## src/design/gwwtl_pkg.sv

```systemverilog
// shared types and constants of the word-wrap tile layout block
package gwwtl_pkg;

	// grid size
	localparam int COLS = 30;
	localparam int ROWS = 5;

	// derived widths
	localparam int ADDR_W = (COLS > 1) ? $clog2(COLS) : 1;
	localparam int COL_W = $clog2(COLS + 1);
	localparam int ROW_W = $clog2(ROWS + 1);
	localparam int CODE_W = 8;
	localparam int ORG_W = 12;
	localparam int PIX_W = 13;
	localparam int TILE_SHIFT = 3;
	localparam int CFG_IDX_W = 1;

	localparam logic [CODE_W-1:0] SPACE_CODE = 8'h20;
	localparam logic [CODE_W-1:0] LINE_FEED_CODE = 8'h0A;

	typedef enum logic [CFG_IDX_W-1:0] {
		REG_ORIGIN_X = 1'b0,
		REG_ORIGIN_Y = 1'b1
	} cfg_reg_t;

	typedef struct packed {
		logic [CODE_W-1:0] char_code;
		logic              end_of_message;
	} in_item_t;

	typedef struct packed {
		logic [PIX_W-1:0]  pixel_x;
		logic [PIX_W-1:0]  pixel_y;
		logic [CODE_W-1:0] tile_code;
		logic              tile_valid;
		logic              run_last;
		logic              message_done;
	} out_item_t;

	// sequencer to tile output stage
	typedef struct packed {
		logic             rd;
		logic             flush;
		logic             done;
		logic [PIX_W-1:0] px;
		logic [PIX_W-1:0] py;
	} emit_req_t;

	typedef struct packed {
		logic issue_ok;
		logic flush_ok;
	} emit_sts_t;

endpackage

```

## src/design/gwwtl_wbuf.sv

```systemverilog
// word buffer: one write port, one read port with registered read data
module gwwtl_wbuf (
	input  logic                              clk,
	input  logic                              we,
	input  logic [gwwtl_pkg::ADDR_W-1:0]      waddr,
	input  logic [gwwtl_pkg::CODE_W-1:0]      wdata,
	input  logic                              re,
	input  logic [gwwtl_pkg::ADDR_W-1:0]      raddr,
	output logic [gwwtl_pkg::CODE_W-1:0]      rdata
);

	logic [gwwtl_pkg::CODE_W-1:0] mem_q [gwwtl_pkg::COLS];
	logic [gwwtl_pkg::CODE_W-1:0] rdata_q;

	always_ff @(posedge clk) begin
		if (we) begin
			mem_q[waddr] <= wdata;
		end
		if (re) begin
			rdata_q <= mem_q[raddr];
		end
	end

	assign rdata = rdata_q;

endmodule

```

## src/design/gwwtl_ctrl.sv

```systemverilog
// layout sequencer: cursor state, word placement and buffer access
module gwwtl_ctrl (
	input  logic                                 clk,
	input  logic                                 arst_n,
	input  logic                                 in_valid,
	output logic                                 in_ready,
	input  gwwtl_pkg::in_item_t                  in_data,
	input  logic                                 cfg_wr_en,
	input  logic [gwwtl_pkg::CFG_IDX_W-1:0]      cfg_index,
	input  logic [gwwtl_pkg::ORG_W-1:0]          cfg_wdata,
	output gwwtl_pkg::emit_req_t                 req,
	input  gwwtl_pkg::emit_sts_t                 sts,
	output logic                                 mem_we,
	output logic [gwwtl_pkg::ADDR_W-1:0]         mem_waddr,
	output logic [gwwtl_pkg::CODE_W-1:0]         mem_wdata,
	output logic [gwwtl_pkg::ADDR_W-1:0]         mem_raddr
);

	typedef enum logic [4:0] {
		ST_IDLE  = 5'b00001,
		ST_PLACE = 5'b00010,
		ST_EMIT  = 5'b00100,
		ST_AFTER = 5'b01000,
		ST_FLUSH = 5'b10000
	} state_t;

	state_t state_q, state_d;

	logic [gwwtl_pkg::CODE_W-1:0] code_q, code_d;
	logic                         last_q, last_d;
	logic                         second_q, second_d;
	logic [gwwtl_pkg::COL_W-1:0]  wl_q, wl_d;
	logic [gwwtl_pkg::COL_W-1:0]  col_q, col_d;
	logic [gwwtl_pkg::ROW_W-1:0]  row_q, row_d;
	logic                         exh_q, exh_d;
	logic [gwwtl_pkg::COL_W-1:0]  cnt_q, cnt_d;
	logic [gwwtl_pkg::ADDR_W-1:0] idx_q, idx_d;
	logic [gwwtl_pkg::ORG_W-1:0]  origin_x_q;
	logic [gwwtl_pkg::ORG_W-1:0]  origin_y_q;

	logic                         in_space, in_lf, q_space, q_lf;
	logic                         wl_full, col_lt, row_over;
	logic [gwwtl_pkg::ROW_W:0]    row_inc;
	logic [gwwtl_pkg::COL_W:0]    fit_sum;
	state_t                       end_state;

	assign in_space = (in_data.char_code == gwwtl_pkg::SPACE_CODE);
	assign in_lf    = (in_data.char_code == gwwtl_pkg::LINE_FEED_CODE);
	assign q_space  = (code_q == gwwtl_pkg::SPACE_CODE);
	assign q_lf     = (code_q == gwwtl_pkg::LINE_FEED_CODE);
	assign wl_full  = (wl_q == gwwtl_pkg::COL_W'(gwwtl_pkg::COLS));
	assign col_lt   = (col_q < gwwtl_pkg::COL_W'(gwwtl_pkg::COLS));
	assign row_inc  = {1'b0, row_q} + 1'b1;
	assign row_over = (row_inc >= (gwwtl_pkg::ROW_W + 1)'(gwwtl_pkg::ROWS));
	assign fit_sum  = {1'b0, col_q} + {1'b0, wl_q};
	// after the main action, an end-of-message item still places what is buffered
	assign end_state = last_q ? ST_PLACE : ST_FLUSH;

	assign in_ready  = (state_q == ST_IDLE);
	assign mem_raddr = idx_q;

	always_comb begin
		state_d   = state_q;
		code_d    = code_q;
		last_d    = last_q;
		second_d  = second_q;
		wl_d      = wl_q;
		col_d     = col_q;
		row_d     = row_q;
		exh_d     = exh_q;
		cnt_d     = cnt_q;
		idx_d     = idx_q;
		req       = '0;
		mem_we    = 1'b0;
		mem_waddr = wl_q[gwwtl_pkg::ADDR_W-1:0];
		mem_wdata = code_q;
		unique case (state_q)
			ST_IDLE: begin
				if (in_valid) begin
					code_d   = in_data.char_code;
					last_d   = in_data.end_of_message;
					second_d = 1'b0;
					if (exh_q) begin
						if (in_data.end_of_message) begin
							second_d = 1'b1;
							state_d  = ST_PLACE;
						end
					end else if (in_space || in_lf || wl_full) begin
						state_d = ST_PLACE;
					end else begin
						// letter that fits: buffer it right away
						mem_we    = 1'b1;
						mem_wdata = in_data.char_code;
						wl_d      = wl_q + 1'b1;
						if (in_data.end_of_message) begin
							second_d = 1'b1;
							state_d  = ST_PLACE;
						end
					end
				end
			end
			ST_PLACE: begin
				wl_d  = '0;
				cnt_d = wl_q;
				idx_d = '0;
				if (wl_q == '0 || exh_q) begin
					state_d = ST_AFTER;
				end else if (col_q != '0 &&
						fit_sum > (gwwtl_pkg::COL_W + 1)'(gwwtl_pkg::COLS)) begin
					row_d = row_inc[gwwtl_pkg::ROW_W-1:0];
					if (row_over) begin
						// out of rows: the word is dropped
						exh_d   = 1'b1;
						state_d = ST_AFTER;
					end else begin
						col_d   = '0;
						state_d = ST_EMIT;
					end
				end else begin
					state_d = ST_EMIT;
				end
			end
			ST_EMIT: begin
				if (sts.issue_ok) begin
					req.rd = 1'b1;
					req.px = gwwtl_pkg::PIX_W'(origin_x_q) +
						(gwwtl_pkg::PIX_W'(col_q) << gwwtl_pkg::TILE_SHIFT);
					req.py = gwwtl_pkg::PIX_W'(origin_y_q) +
						(gwwtl_pkg::PIX_W'(row_q) << gwwtl_pkg::TILE_SHIFT);
					col_d  = col_q + 1'b1;
					idx_d  = idx_q + 1'b1;
					cnt_d  = cnt_q - 1'b1;
					if (cnt_q == gwwtl_pkg::COL_W'(1)) begin
						state_d = ST_AFTER;
					end
				end
			end
			ST_AFTER: begin
				if (second_q) begin
					state_d = ST_FLUSH;
				end else begin
					if (q_space) begin
						if (!exh_q && col_lt) begin
							col_d = col_q + 1'b1;
						end
					end else if (q_lf) begin
						if (!exh_q) begin
							row_d = row_inc[gwwtl_pkg::ROW_W-1:0];
							if (row_over) begin
								exh_d = 1'b1;
							end else begin
								col_d = '0;
							end
						end
					end else if (!exh_q) begin
						// letter that overflowed a full buffer starts the next piece;
						// all reads of the old piece were issued before this write
						mem_we = 1'b1;
						wl_d   = wl_q + 1'b1;
					end
					second_d = last_q;
					state_d  = end_state;
				end
			end
			ST_FLUSH: begin
				req.flush = 1'b1;
				req.done  = last_q;
				if (sts.flush_ok) begin
					state_d  = ST_IDLE;
					second_d = 1'b0;
					if (last_q) begin
						wl_d  = '0;
						col_d = '0;
						row_d = '0;
						exh_d = 1'b0;
					end
				end
			end
			default: begin
				state_d = ST_IDLE;
			end
		endcase
	end

	always_ff @(posedge clk or negedge arst_n) begin
		if (!arst_n) begin
			state_q    <= ST_IDLE;
			last_q     <= 1'b0;
			second_q   <= 1'b0;
			wl_q       <= '0;
			col_q      <= '0;
			row_q      <= '0;
			exh_q      <= 1'b0;
			cnt_q      <= '0;
			idx_q      <= '0;
			origin_x_q <= '0;
			origin_y_q <= '0;
		end else begin
			state_q  <= state_d;
			last_q   <= last_d;
			second_q <= second_d;
			wl_q     <= wl_d;
			col_q    <= col_d;
			row_q    <= row_d;
			exh_q    <= exh_d;
			cnt_q    <= cnt_d;
			idx_q    <= idx_d;
			if (cfg_wr_en) begin
				if (cfg_index == gwwtl_pkg::REG_ORIGIN_X) begin
					origin_x_q <= cfg_wdata;
				end else begin
					origin_y_q <= cfg_wdata;
				end
			end
		end
	end

	always_ff @(posedge clk) begin
		code_q <= code_d;
	end

endmodule

```

## src/design/gwwtl_emit.sv

```systemverilog
// tile output stage: read-data stage, held last tile and output register
module gwwtl_emit (
	input  logic                          clk,
	input  logic                          arst_n,
	input  gwwtl_pkg::emit_req_t          req,
	output gwwtl_pkg::emit_sts_t          sts,
	input  logic [gwwtl_pkg::CODE_W-1:0]  rdata,
	output logic                          out_valid,
	input  logic                          out_ready,
	output gwwtl_pkg::out_item_t          out_data
);

	logic                        vld_s1;
	logic [gwwtl_pkg::PIX_W-1:0] px_s1;
	logic [gwwtl_pkg::PIX_W-1:0] py_s1;
	gwwtl_pkg::out_item_t        pend_q;
	logic                        pend_vld_q;
	gwwtl_pkg::out_item_t        out_q;
	logic                        out_vld_q;

	logic o_free, s1_adv, fire_flush;

	assign o_free     = !out_vld_q || out_ready;
	// the newest tile waits in pend_q until the next one or the end of the item
	assign s1_adv     = vld_s1 && (!pend_vld_q || o_free);
	assign fire_flush = req.flush && sts.flush_ok;

	assign sts.issue_ok = !vld_s1 || s1_adv;
	assign sts.flush_ok = !vld_s1 && (o_free || (!pend_vld_q && !req.done));

	always_ff @(posedge clk or negedge arst_n) begin
		if (!arst_n) begin
			vld_s1     <= 1'b0;
			pend_vld_q <= 1'b0;
			out_vld_q  <= 1'b0;
		end else begin
			if (req.rd) begin
				vld_s1 <= 1'b1;
			end else if (s1_adv) begin
				vld_s1 <= 1'b0;
			end
			if (s1_adv) begin
				pend_vld_q <= 1'b1;
			end else if (fire_flush) begin
				pend_vld_q <= 1'b0;
			end
			if ((s1_adv && pend_vld_q) || (fire_flush && (pend_vld_q || req.done))) begin
				out_vld_q <= 1'b1;
			end else if (out_ready) begin
				out_vld_q <= 1'b0;
			end
		end
	end

	always_ff @(posedge clk) begin
		if (req.rd) begin
			px_s1 <= req.px;
			py_s1 <= req.py;
		end
		if (s1_adv) begin
			pend_q <= '{
				pixel_x:      px_s1,
				pixel_y:      py_s1,
				tile_code:    rdata,
				tile_valid:   1'b1,
				run_last:     1'b0,
				message_done: 1'b0
			};
		end
		if (s1_adv && pend_vld_q) begin
			out_q <= pend_q;
		end else if (fire_flush && pend_vld_q) begin
			out_q <= '{
				pixel_x:      pend_q.pixel_x,
				pixel_y:      pend_q.pixel_y,
				tile_code:    pend_q.tile_code,
				tile_valid:   pend_q.tile_valid,
				run_last:     1'b1,
				message_done: req.done
			};
		end else if (fire_flush && req.done) begin
			// end of message with nothing placed
			out_q <= '{
				pixel_x:      '0,
				pixel_y:      '0,
				tile_code:    '0,
				tile_valid:   1'b0,
				run_last:     1'b1,
				message_done: 1'b1
			};
		end
	end

	assign out_valid = out_vld_q;
	assign out_data  = out_q;

endmodule

```

## src/design/greedy_word_wrap_tile_layout.sv

```systemverilog
// Greedy word-wrap tile layout: message bytes in, one 8-pixel tile per letter out.
// A letter inside a word is taken while idle and only written to the word buffer; a
// byte that arrives after the rows ran out is taken while idle and dropped. An item
// that ends a word (space, line feed, a letter hitting a full buffer, or an
// end-of-message letter) goes through a setup step, then one tile per cycle through
// the single read port of the word buffer while the output stage accepts them, then
// a step to update the cursor and one to close the item's results. An end-of-message
// space or line feed adds a second, empty placement pass, and an end-of-message
// letter that hits a full buffer adds a second pass for its single tile.
// Each item's last result is held back one tile so it can carry run_last and
// message_done. The user must write origin_x and origin_y through the cfg port only
// while idle; the block itself does not enforce it.
module greedy_word_wrap_tile_layout (
	input  logic                              clk,
	input  logic                              arst_n,
	input  logic                              in_valid,
	output logic                              in_ready,
	input  gwwtl_pkg::in_item_t               in_data,
	output logic                              out_valid,
	input  logic                              out_ready,
	output gwwtl_pkg::out_item_t              out_data,
	input  logic                              cfg_wr_en,
	input  logic [gwwtl_pkg::CFG_IDX_W-1:0]   cfg_index,
	input  logic [gwwtl_pkg::ORG_W-1:0]       cfg_wdata
);

	gwwtl_pkg::emit_req_t          req;
	gwwtl_pkg::emit_sts_t          sts;
	logic                          mem_we;
	logic [gwwtl_pkg::ADDR_W-1:0]  mem_waddr;
	logic [gwwtl_pkg::CODE_W-1:0]  mem_wdata;
	logic [gwwtl_pkg::ADDR_W-1:0]  mem_raddr;
	logic [gwwtl_pkg::CODE_W-1:0]  mem_rdata;

	gwwtl_ctrl u_ctrl (
		.clk       (clk),
		.arst_n    (arst_n),
		.in_valid  (in_valid),
		.in_ready  (in_ready),
		.in_data   (in_data),
		.cfg_wr_en (cfg_wr_en),
		.cfg_index (cfg_index),
		.cfg_wdata (cfg_wdata),
		.req       (req),
		.sts       (sts),
		.mem_we    (mem_we),
		.mem_waddr (mem_waddr),
		.mem_wdata (mem_wdata),
		.mem_raddr (mem_raddr)
	);

	gwwtl_wbuf u_wbuf (
		.clk   (clk),
		.we    (mem_we),
		.waddr (mem_waddr),
		.wdata (mem_wdata),
		.re    (req.rd),
		.raddr (mem_raddr),
		.rdata (mem_rdata)
	);

	gwwtl_emit u_emit (
		.clk       (clk),
		.arst_n    (arst_n),
		.req       (req),
		.sts       (sts),
		.rdata     (mem_rdata),
		.out_valid (out_valid),
		.out_ready (out_ready),
		.out_data  (out_data)
	);

endmodule

```

## config.mk

```make
export PLATFORM = sky130hd
export DESIGN_NAME = greedy_word_wrap_tile_layout
export DESIGN_NICKNAME = d
export VERILOG_FILES = /design/src/design/gwwtl_pkg.sv /design/src/design/gwwtl_wbuf.sv /design/src/design/gwwtl_ctrl.sv /design/src/design/gwwtl_emit.sv /design/src/design/greedy_word_wrap_tile_layout.sv
export SDC_FILE = /design/constraint.sdc
export NUM_CORES = 1
export LEC_CHECK = 0
export BUFFER_PORTS_ARGS = -buffer_cell sky130_fd_sc_hd__buf_2
export CORE_MARGIN = 1.5
export CORE_UTILIZATION = 55
export DETAILED_ROUTE_END_ITERATION = 10
export GPL_TIMING_DRIVEN = 0
export MAX_ROUTING_LAYER = met4
export PLACE_DENSITY_LB_ADDON = 0.15
export RECOVER_POWER = 50
export SLEW_MARGIN = 10
export SYNTH_ARGS = -nofsm -noshare
export SYNTH_HDL_FRONTEND = slang
export SYNTH_SLANG_ARGS = --single-unit
```

## constraint.sdc

```tcl
create_clock -name clk -period 11.5 [get_ports clk]
set_clock_uncertainty 0.15 [all_clocks]
set_input_delay 1.725 -clock clk [delete_from_list [all_inputs] [get_ports clk]]
set_output_delay 1.725 -clock clk [all_outputs]
set_load 0.02 [all_outputs]
```

==> results of run 1 <==
==> final cells by class <==
| type | instances | area, sq um | share of cell area, % |
|---|---|---|---|
| Sequential cell | 411 | 12100 | 63.5 |
| Multi-Input combinational cell | 500 | 4580 | 24.1 |
| Clock buffer | 59 | 1170 | 6.15 |
| Tap cell | 396 | 495 | 2.61 |
| Timing Repair Buffer | 69 | 279 | 1.47 |
| Buffer | 38 | 188 | 0.989 |
| Inverter | 30 | 113 | 0.593 |
| Clock inverter | 16 | 104 | 0.547 |
==> power by group through the flow <==
stage               clock network (mW)  logic [mW]  registers (mW)
finish                            1.27       0.844            1.85
global route                      1.34       0.937            1.86
CTS                               1.29       0.868            1.85
detailed placement                   0       0.865            1.88
global placement                     0       0.833            1.88
floorplan                            0       0.622            1.85
==> cells in the final DEF (no fill, tap or decap), types with 17 or more instances in the layout <==
| cell type | count |
|---|---|
| nor2_1 | 67 |
| o21ai_0 | 32 |
| mux2_2 | 45 |
| mux4_2 | 72 |
| clkbuf_1 | 92 |
| dfrtp_1 | 57 |
| inv_1 | 30 |
| nand3_1 | 20 |
| and2_0 | 24 |
| buf_2 | 22 |
| a21oi_1 | 17 |
| and2_1 | 22 |
| nand2_1 | 35 |
| edfxtp_1 | 353 |
| ha_1 | 25 |
| clkbuf_16 | 43 |
==> sequential cells by signal (all words and copies together) (netlist names) <==
| register | flops |
|---|---|
| u_ctrl.col_q | 5 |
| u_emit.pend_vld_q | 1 |
| u_ctrl.cnt_q | 5 |
| u_ctrl.row_q | 3 |
| u_ctrl.state_q | 5 |
| u_ctrl.second_q | 1 |
| u_emit.px_s1 | 13 |
| u_emit.out_data | 37 |
| u_ctrl.origin_x_q | 12 |
| u_wbuf.mem_q | 240 |
| u_ctrl.last_q | 1 |
| u_ctrl.exh_q | 1 |
| u_emit.out_valid | 1 |
| u_emit.vld_s1 | 1 |
| u_emit.pend_q | 34 |
| u_ctrl.origin_y_q | 12 |
| u_ctrl.code_q | 8 |
| u_emit.py_s1 | 13 |
| u_wbuf.rdata | 8 |
| u_ctrl.mem_waddr | 5 |
| u_ctrl.mem_raddr | 5 |
==> metrics by stage <==
| step | power (mW) | setup WS, ns | area [sq um] | hold slack (ns) |
|---|---|---|---|---|
| CTS | 4.01 | 7.47 | 19200 | 0.266 |
| finish | 3.97 | 6.78 | 19000 | 0.265 |
| global route | 4.14 | 6.50 | 19000 | 0.269 |
| global placement | 2.71 | 5.07 | 17800 | 0.250 |
| floorplan | 2.48 | 6.53 | 17000 | 0.250 |
| detailed placement | 2.75 | 6.90 | 17900 | 0.255 |
==> per-layer routing <==
layer  global-route usage, %  share of wire [%]
met5                       -                  0
met4                    6.25                2.1
met3                    3.44                6.3
met2                    34.8                 48
met1                    32.7                 44
==> logic make-up after synthesis <==
kind of cell	synth area share, %
AO/OA/AOI/OAI	4.32
XOR/XNOR	0.723
adder cells (fa/ha/maj)	2.20
buffers and inverters	1.78
flip-flops	71.0
multiplexers	12.7
AND/OR/NAND/NOR	7.22
==> worst paths after layout <==
| path | start | cells past startpoint | end |
|---|---|---|---|
| worst max-delay path | in_valid | 6 | u_wbuf.mem_q[20][4] |
| worst min-delay path | u_emit.py_s1[5] | 0 | u_emit.pend_q[16] |
| worst max register to register | u_ctrl.mem_waddr[0] | 8 | u_wbuf.mem_q[20][4] |
| worst min register to register | u_emit.py_s1[5] | 0 | u_emit.pend_q[16] |
| max in group asynchronous | arst_n | 1 | u_ctrl.state_q[3] |
| min in group asynchronous | arst_n | 1 | u_ctrl.origin_x_q[10] |
==> results.toml, run 1 <==
[sta]
setup_viol = 0
final_max_slew_viol_count = 135
fmax_ghz = 0.212
worst_slew_pin_slew_ns = 3.35
tns_ns = 0
rsz0062_at_grt = "false"
slew_headroom_pct = -123
post-route-period-util_pct = 41.0
hold_violations = 0
min_period_ns = 4.72

[clocking]
clockBufferDepth = 3
cts_setup_buffers = 0
cts_hold_buf = 0
cts_root_buf = "clkbuf_16"
clkLatencyLatePin_ns = 0.53
clk_pin_slew_ns = 0.06
post_cts_resized = 0
cts_buffers = 41
h-tree-depth = 2
clkSinkCount = 411
cts_tree = "done"

[logic_synthesis]
synth_nets = 1034
synth_cells = 979
ys.flop_type = "edfxtp_1"
async_reset_ff_share_pct = 14.1
synth_edf_count = 353
synth_most_common_cell = "edfxtp_1"
synth_seq_cells = 411
syn_avg_cell_area_sq_um = 17.3
ys_types = 75
ys_seq_area_share_pct = 71.0
synthTopCellsByCount = "353 x edfxtp_1, 72 x mux4_2, 67 x nor2_1, 57 x dfrtp_1"
yosysWarnings = 0
syn-cell-area_sq_um = 17000
yosysTopAreaCellShare_pct = 62.5
ys_top_cells_by_area = "edfxtp_1 62%, mux4_2 9.6%, dfrtp_1 8.4%"
synth_largest_area_cell = "edfxtp_1"

[outcome]
violations = "capacitance limit, slew limit"
status = "finished, violations left"

[critical_path]
slowest_delay_ns = 1.00
cp_cell_sequence = "clkbuf_1, or3b_2, nor3_1, a31o_4, nand2_1, nor2_1"
end_kind = "flip-flop"
path_max_fanout = 10
start_kind = "primary input"
slowest_stage = "nor3_1"
critPathArrivalTime_ns = 4.72
crit_type = "in -> reg"
crit_family = "simple AND/OR/NAND/NOR gates"
critPathRequiredTime_ns = 11.50
worst-path-buf-inv = 1
rrSetupSlack_ns = 7.02

[global_routing]
gr-total-overflow = 0
grt_max_degree = 59
grt_pass1_wl_um = 52000
track_usage_pct = 22.9
antenna_found_initial = 1
grt_pass1_vias = 8829

[floorplan]
dieArea_sq_um = 31900
die_h_um = 179
rows = 64
die_x_um = 179
ioPinCount = 66
core_sq_um = 30500
initial_core_util_pct = 55.6

[power_and_ir_drop]
p_switching_mw = 1.12
p_sw_share_pct = 28.3
p_clk_share_pct = 32.0
p_leak_nw = 6.44
ir_drop_uv = 164
power.internal_mw = 2.84
power_density_nw_per_um2 = 209
seqPwrFrac_pct = 46.7
p_comb_share_pct = 21.3

[cells_and_area]
drive_above_1_share_pct = 19.1
area_growth_pct = 11.8
diodes = 0
fin_nets = 1146
fin_cells = 1519
post-route-util_pct = 62.2
fill_cells = 2218

[job]
cap_violations = 5

[detailed_routing]
wl_per_cell_um = 22.3
dr.pass1.iters = 7
detail_route.vias_per_cell = 5.92
drc_errors = 0
drtIter0Drc = 782
routed_wl_um = 33900
antenna_left = 0
routed-via-count = 8987

[placement]
gp_congestion = 0.856
hpwlAfterDp_um = 22300
io_buffers = 65
dp.cells = 1444

[hold_path]
holdCritPathClass = "reg -> reg"
Power figures use the tool's default switching activity.
==> run 2: changes to the inputs <==
Settings changed: ABC_AREA set to 1.
Clock period 11.5 ns to 4.3 ns, I/O delays scaled along.
==> results.toml, run 2 <==
[outcome]
status = "finished, violations left"
violations = "capacitance limit, slew limit"

[floorplan]
core_sq_um = 31400
ioPinCount = 66
dieArea_sq_um = 32900
initial_core_util_pct = 55.7
rows = 65
die_h_um = 181
die_x_um = 181

[clocking]
cts_root_buf = "clkbuf_16"
clk_pin_slew_ns = 0.06
cts_tree = "done"
clkSinkCount = 411
cts_buffers = 42
post_cts_resized = 0
cts_setup_buffers = 0
h-tree-depth = 2
clkLatencyLatePin_ns = 0.54
cts_hold_buf = 0
clockBufferDepth = 3

[sta]
fmax_ghz = 0.277
worst_slew_pin_slew_ns = 3.20
setup_slack_ns = 0.686
min_period_ns = 3.61
setup_viol = 0
final_max_slew_viol_count = 59
slew_headroom_pct = -114
post-route-period-util_pct = 84.0
rsz0062_at_grt = "false"
hold_violations = 0

[detailed_routing]
wl_per_cell_um = 20.8
drc_errors = 0
routed_wl_um = 42600
routed-via-count = 11900
dr.pass1.iters = 6
detail_route.vias_per_cell = 5.81
antenna_left = 0
drtIter0Drc = 1339

[cells_and_area]
largest_register_ffs = 240
fill_cells = 2515
fin_cells = 2049
fin_nets = 1668
max_flop_register = "u_wbuf.mem_q"
final_cell_mix = "353 x edfxtp_1, 231 x nor2_1, 190 x nand2_1, 190 x o21ai_0, 130 x inv_1"
drive_above_1_share_pct = 9.84
final_common_cell = "edfxtp_1"
area_growth_pct = 12.5
diodes = 0

[logic_synthesis]
ys_types = 51
synth_cells = 1498
ys_top_cells_by_area = "edfxtp_1 61%, dfrtp_1 8.2%, o21ai_0 5.4%"
yosysTopAreaCellShare_pct = 60.6
synth_edf_count = 353
synth_most_common_cell = "edfxtp_1"
synth_largest_area_cell = "edfxtp_1"
syn-cell-area_sq_um = 17500
synthTopCellsByCount = "353 x edfxtp_1, 228 x nor2_1, 188 x o21ai_0, 186 x nand2_1, 128 x inv_1"
synth_seq_cells = 411
ys_seq_area_share_pct = 68.9
yosysWarnings = 0
syn_avg_cell_area_sq_um = 11.7
synth_nets = 1553
ys.flop_type = "edfxtp_1"
async_reset_ff_share_pct = 14.1

[hold_path]
holdCritPathClass = "in -> reg"
holdPathEnd = "u_ctrl.code_q[2]"
hold_depth = 1
hp-start = "in_data[3]"

[placement]
dp.cells = 1971
gp_congestion = 0.895
io_buffers = 65
place_ws_ns = 0.938
hpwlAfterDp_um = 28800

[critical_path]
slowest_delay_ns = 1.11
crit_type = "reg -> reg"
r2r-start = "u_ctrl.state_q[0]"
critPathRequiredTime_ns = 4.53
r2r_end = "u_wbuf.mem_q[11][0]"
start_kind = "flip-flop"
slowest_stage = "o21ai_0"
cp_cell_sequence = "inv_1, nor2_1, nand3_1, nor2_4, nand2_1, clkbuf_1, o21ai_0, buf_8"
path_max_fanout = 20
rrSetupSlack_ns = 0.69
reg2regPathDepth = 8
critPathArrivalTime_ns = 3.84
end_kind = "flip-flop"

[global_routing]
gr-total-overflow = 0
antenna_found_initial = 0
track_usage_pct = 27.4
grt_pass1_vias = 11500
grt_pass1_wl_um = 65700
grt_max_degree = 59

[power_and_ir_drop]
power_density_nw_per_um2 = 650
p_leak_nw = 7.41
ir_drop_uv = 391

[job]
cap_violations = 1
run 2: changes by cell type after synthesis, moves of 45 or more:
cell | previous run | this run
and2_1 | 46 | 1
inv_1 | 30 | 128
mux4_2 | 72 | 0
nand2_1 | 35 | 186
nand3_1 | 19 | 65
nor2_1 | 67 | 228
o21ai_0 | 32 | 188
run 2: critical path, delay by kind of cell (launching register included):
family | cells | cell delay [ns]
compound gates | 1 | 1.11
simple gates | 4 | 1.00
buf+inv | 3 | 0.63
flops | 1 | 0.53
run 2: final cells by class:
type	count	area (sq um)	area share, %
well taps	402	503	2.56
flip-flops and latches	411	12100	61.3
repair buffers	71	347	1.76
clock buffers	55	1160	5.90
clock inverters	23	268	1.36
plain buffers	66	290	1.48
multi-input cells	885	4540	23.1
inverters	136	512	2.60
run 2: worst max-delay path by stage:
stage,startpoint,end,slack (ns)
3_3_place_gp,in_data[4],u_wbuf.mem_q[11][0],-0.97
6_report,u_ctrl.state_q[0],u_wbuf.mem_q[11][0],0.69
3_5_place_dp,in_data[4],u_wbuf.mem_q[9][0],0.94
5_1_grt,u_emit.out_valid,u_emit.out_data[31],0.39
4_1_cts,u_ctrl.state_q[0],u_wbuf.mem_q[9][3],0.98
2_1_floorplan,out_ready,u_emit.out_data[0],1.02
run 2: cell families after synthesis:
| family | count (synthesis) | share of synthesized area [%] |
|---|---|---|
| mux | 3 | 0.193 |
| fa+ha+maj | 28 | 2.13 |
| flops | 411 | 69.0 |
| compound gates | 300 | 9.84 |
| buf+inv | 202 | 4.81 |
| xor+xnor | 11 | 0.551 |
| simple gates | 543 | 13.5 |
run 2: per-layer routing:
layer | GRT usage, % | part of all wire, % | up-vias | wire length [um]
met4 | 9.27 | 3.0 | 0 | 1290
met5 | - | 0 | - | 0
met3 | 4.54 | 9.0 | 101 | 3830
met1 | 37.8 | 42 | 5746 | 18100
li1 | - | - | 5502 | -
met2 | 41.6 | 46 | 555 | 19400
run 2: power breakdown:
group	switching [mW]	internal (mW)	total (mW)	leakage [nW]
clock network	1.53	2.22	3.74	0.700
logic	2.75	0.950	3.70	2.77
registers	0.224	5.12	5.35	3.94
run 2: stage by stage:
step                      area (sq um)  utilization (%)  setup TNS, ns  power [mW]  hold slack (ns)
after detailed placement         18400             58.7              0        9.15            0.255
after global routing             19700             62.7              0        13.4            0.143
after global placement           18300             58.3        -116.61        9.00            0.251
after floorplan                  17500                -              0        7.70            0.199
after CTS                        19900             63.2              0        12.9           0.0476
final                            19700             62.7              0        12.8            0.149
==> run 3: changes to the inputs <==
Clock period 4.3 ns to 3.5 ns, I/O delays scaled along.
==> results.toml, run 3 (synthesis gave the netlist of run 2 again) <==
[cells_and_area]
drive_above_1_share_pct = 10.2
final_cell_mix = "353 x edfxtp_1, 230 x nor2_1, 189 x nand2_1, 189 x o21ai_0, 130 x inv_1"
final_common_cell = "edfxtp_1"
fin_nets = 1669
area_growth_pct = 12.7
diodes = 0
fin_cells = 2050
max_flop_register = "u_wbuf.mem_q"
largest_register_ffs = 240
post-route-util_pct = 62.7

[sta]
slew_headroom_pct = 2.56
fin_hold_ws_ns = 0.0310
hold_violations = 0
final_max_slew_viol_count = 0
min_period_ns = 3.24
setup_viol = 0
rsz0062_at_grt = "false"
post-route-period-util_pct = 92.5
fmax_ghz = 0.309
worst_slew_pin_slew_ns = 1.46

[global_routing]
grt_pass1_wl_um = 65700
gr-total-overflow = 0
grt_pass1_vias = 11500
grt_max_degree = 59
antenna_found_initial = 0
track_usage_pct = 27.4

[outcome]
status = "completed"

[critical_path]
reg2regPathDepth = 8
critPathRequiredTime_ns = 3.51
path_max_fanout = 12
start_kind = "flip-flop"
r2r_end = "u_wbuf.mem_q[3][3]"
rrSetupSlack_ns = 0.26
r2r-start = "u_ctrl.state_q[0]"
crit_type = "reg -> reg"
end_kind = "flip-flop"
critPathArrivalTime_ns = 3.25

[clocking]
cts_root_buf = "clkbuf_16"
h-tree-depth = 2
cts_buffers = 42
clk_pin_slew_ns = 0.06
clockBufferDepth = 3
clkSinkCount = 411
cts_tree = "done"
clkLatencyLatePin_ns = 0.54

[detailed_routing]
dr.pass1.iters = 6
wl_per_cell_um = 20.8
drtIter0Drc = 1402
routed-via-count = 11800
routed_wl_um = 42600
drc_errors = 0
detail_route.vias_per_cell = 5.76
antenna_left = 0

[power_and_ir_drop]
ir_drop_uv = 473
p_leak_nw = 7.43
power_density_nw_per_um2 = 798
total_power_mw = 15.7

[floorplan]
die_x_um = 181
core_sq_um = 31400
ioPinCount = 66
die_h_um = 181
initial_core_util_pct = 55.7
dieArea_sq_um = 32900
rows = 65

[hold_path]
hp-start = "in_data[3]"
holdCritPathClass = "in -> reg"
holdPathEnd = "u_ctrl.code_q[2]"
hold_depth = 1

[placement]
hpwlAfterDp_um = 28800
gp_congestion = 0.895
io_buffers = 65
dp.cells = 1971

[job]
cap_violations = 0
[run 3: cell types whose count changed in the layout (fill, tap and decap cells not counted), sizes merged]
| cell | change |
|---|---|
| buf | +1 |
| clkbuf | -1 |
| clkinvlp | -1 |
| dlygate4sd3 | +1 |
| inv | +1 |
[run 3: how the worst max path moves through the flow]
stage / start / to / slack, ns / cells past startpoint
finish: u_ctrl.state_q[0] / u_wbuf.mem_q[3][3] / 0.26 / 8
global route: u_emit.out_valid / u_emit.out_data[29] / 0.04 / 6
CTS: u_ctrl.state_q[0] / u_wbuf.mem_q[9][3] / 0.18 / 8
detailed placement: u_ctrl.state_q[0] / u_wbuf.mem_q[9][0] / 0.19 / 8
global placement: u_ctrl.state_q[0] / u_wbuf.mem_q[11][0] / -1.73 / 7
floorplan: u_ctrl.state_q[0] / u_wbuf.mem_q[0][0] / 0.25 / 7
[run 3: metal layers]
| layer | GRT usage, % | vias up | share of wire, % |
|---|---|---|---|
| met4 | 9.27 | 0 | 2.9 |
| met2 | 41.6 | 536 | 46 |
| met1 | 37.9 | 5671 | 43 |
| li1 | - | 5495 | - |
| met5 | - | - | 0 |
| met3 | 4.54 | 102 | 8.6 |
[run 3: power breakdown]
part	leakage, nW	switching, mW	internal (mW)
Combinational	2.79	3.37	1.17
Clock	0.700	1.87	2.72
Sequential	3.94	0.276	6.29
Total	7.43	5.52	10.2
[run 3: final cells by class]
| cell class | instances | area (sq um) |
|---|---|---|
| Buffer | 66 | 300 |
| Clock buffer | 55 | 1160 |
| Clock inverter | 23 | 268 |
| Fill cell | 2511 | 11700 |
| Inverter | 136 | 513 |
| Multi-Input combinational cell | 885 | 4540 |
| Sequential cell | 411 | 12100 |
| Tap cell | 402 | 503 |
| Timing Repair Buffer | 72 | 359 |
[run 3: repair_timing]
action	CTS	global route
endpoints found under the setup margin	0	8
buffers inserted	0	0
hold buffers	1	0
endpoints found under the hold margin	57	0
resized for setup	0	1
[run 3: stage by stage]
stage / setup WS [ns] / TNS [ns] / instance area [sq um]
floorplan: 0.249 / 0 / 17500
global placement: -1.73 / -253.86 / 18300
detailed placement: 0.185 / 0 / 18400
CTS: 0.177 / 0 / 19900
global route: 0.0447 / 0 / 19700
finish: 0.264 / 0 / 19700
[run 3: critical path: stages, from the launching register on]
cell	delay, ns
dfstp_2	0.53
inv_1	0.05
nor2_1	0.08
nand3_1	0.25
nor2_4	0.39
nand2_2	0.21
nand2_4	0.16
nand2_2	0.18
nor2_1	0.85
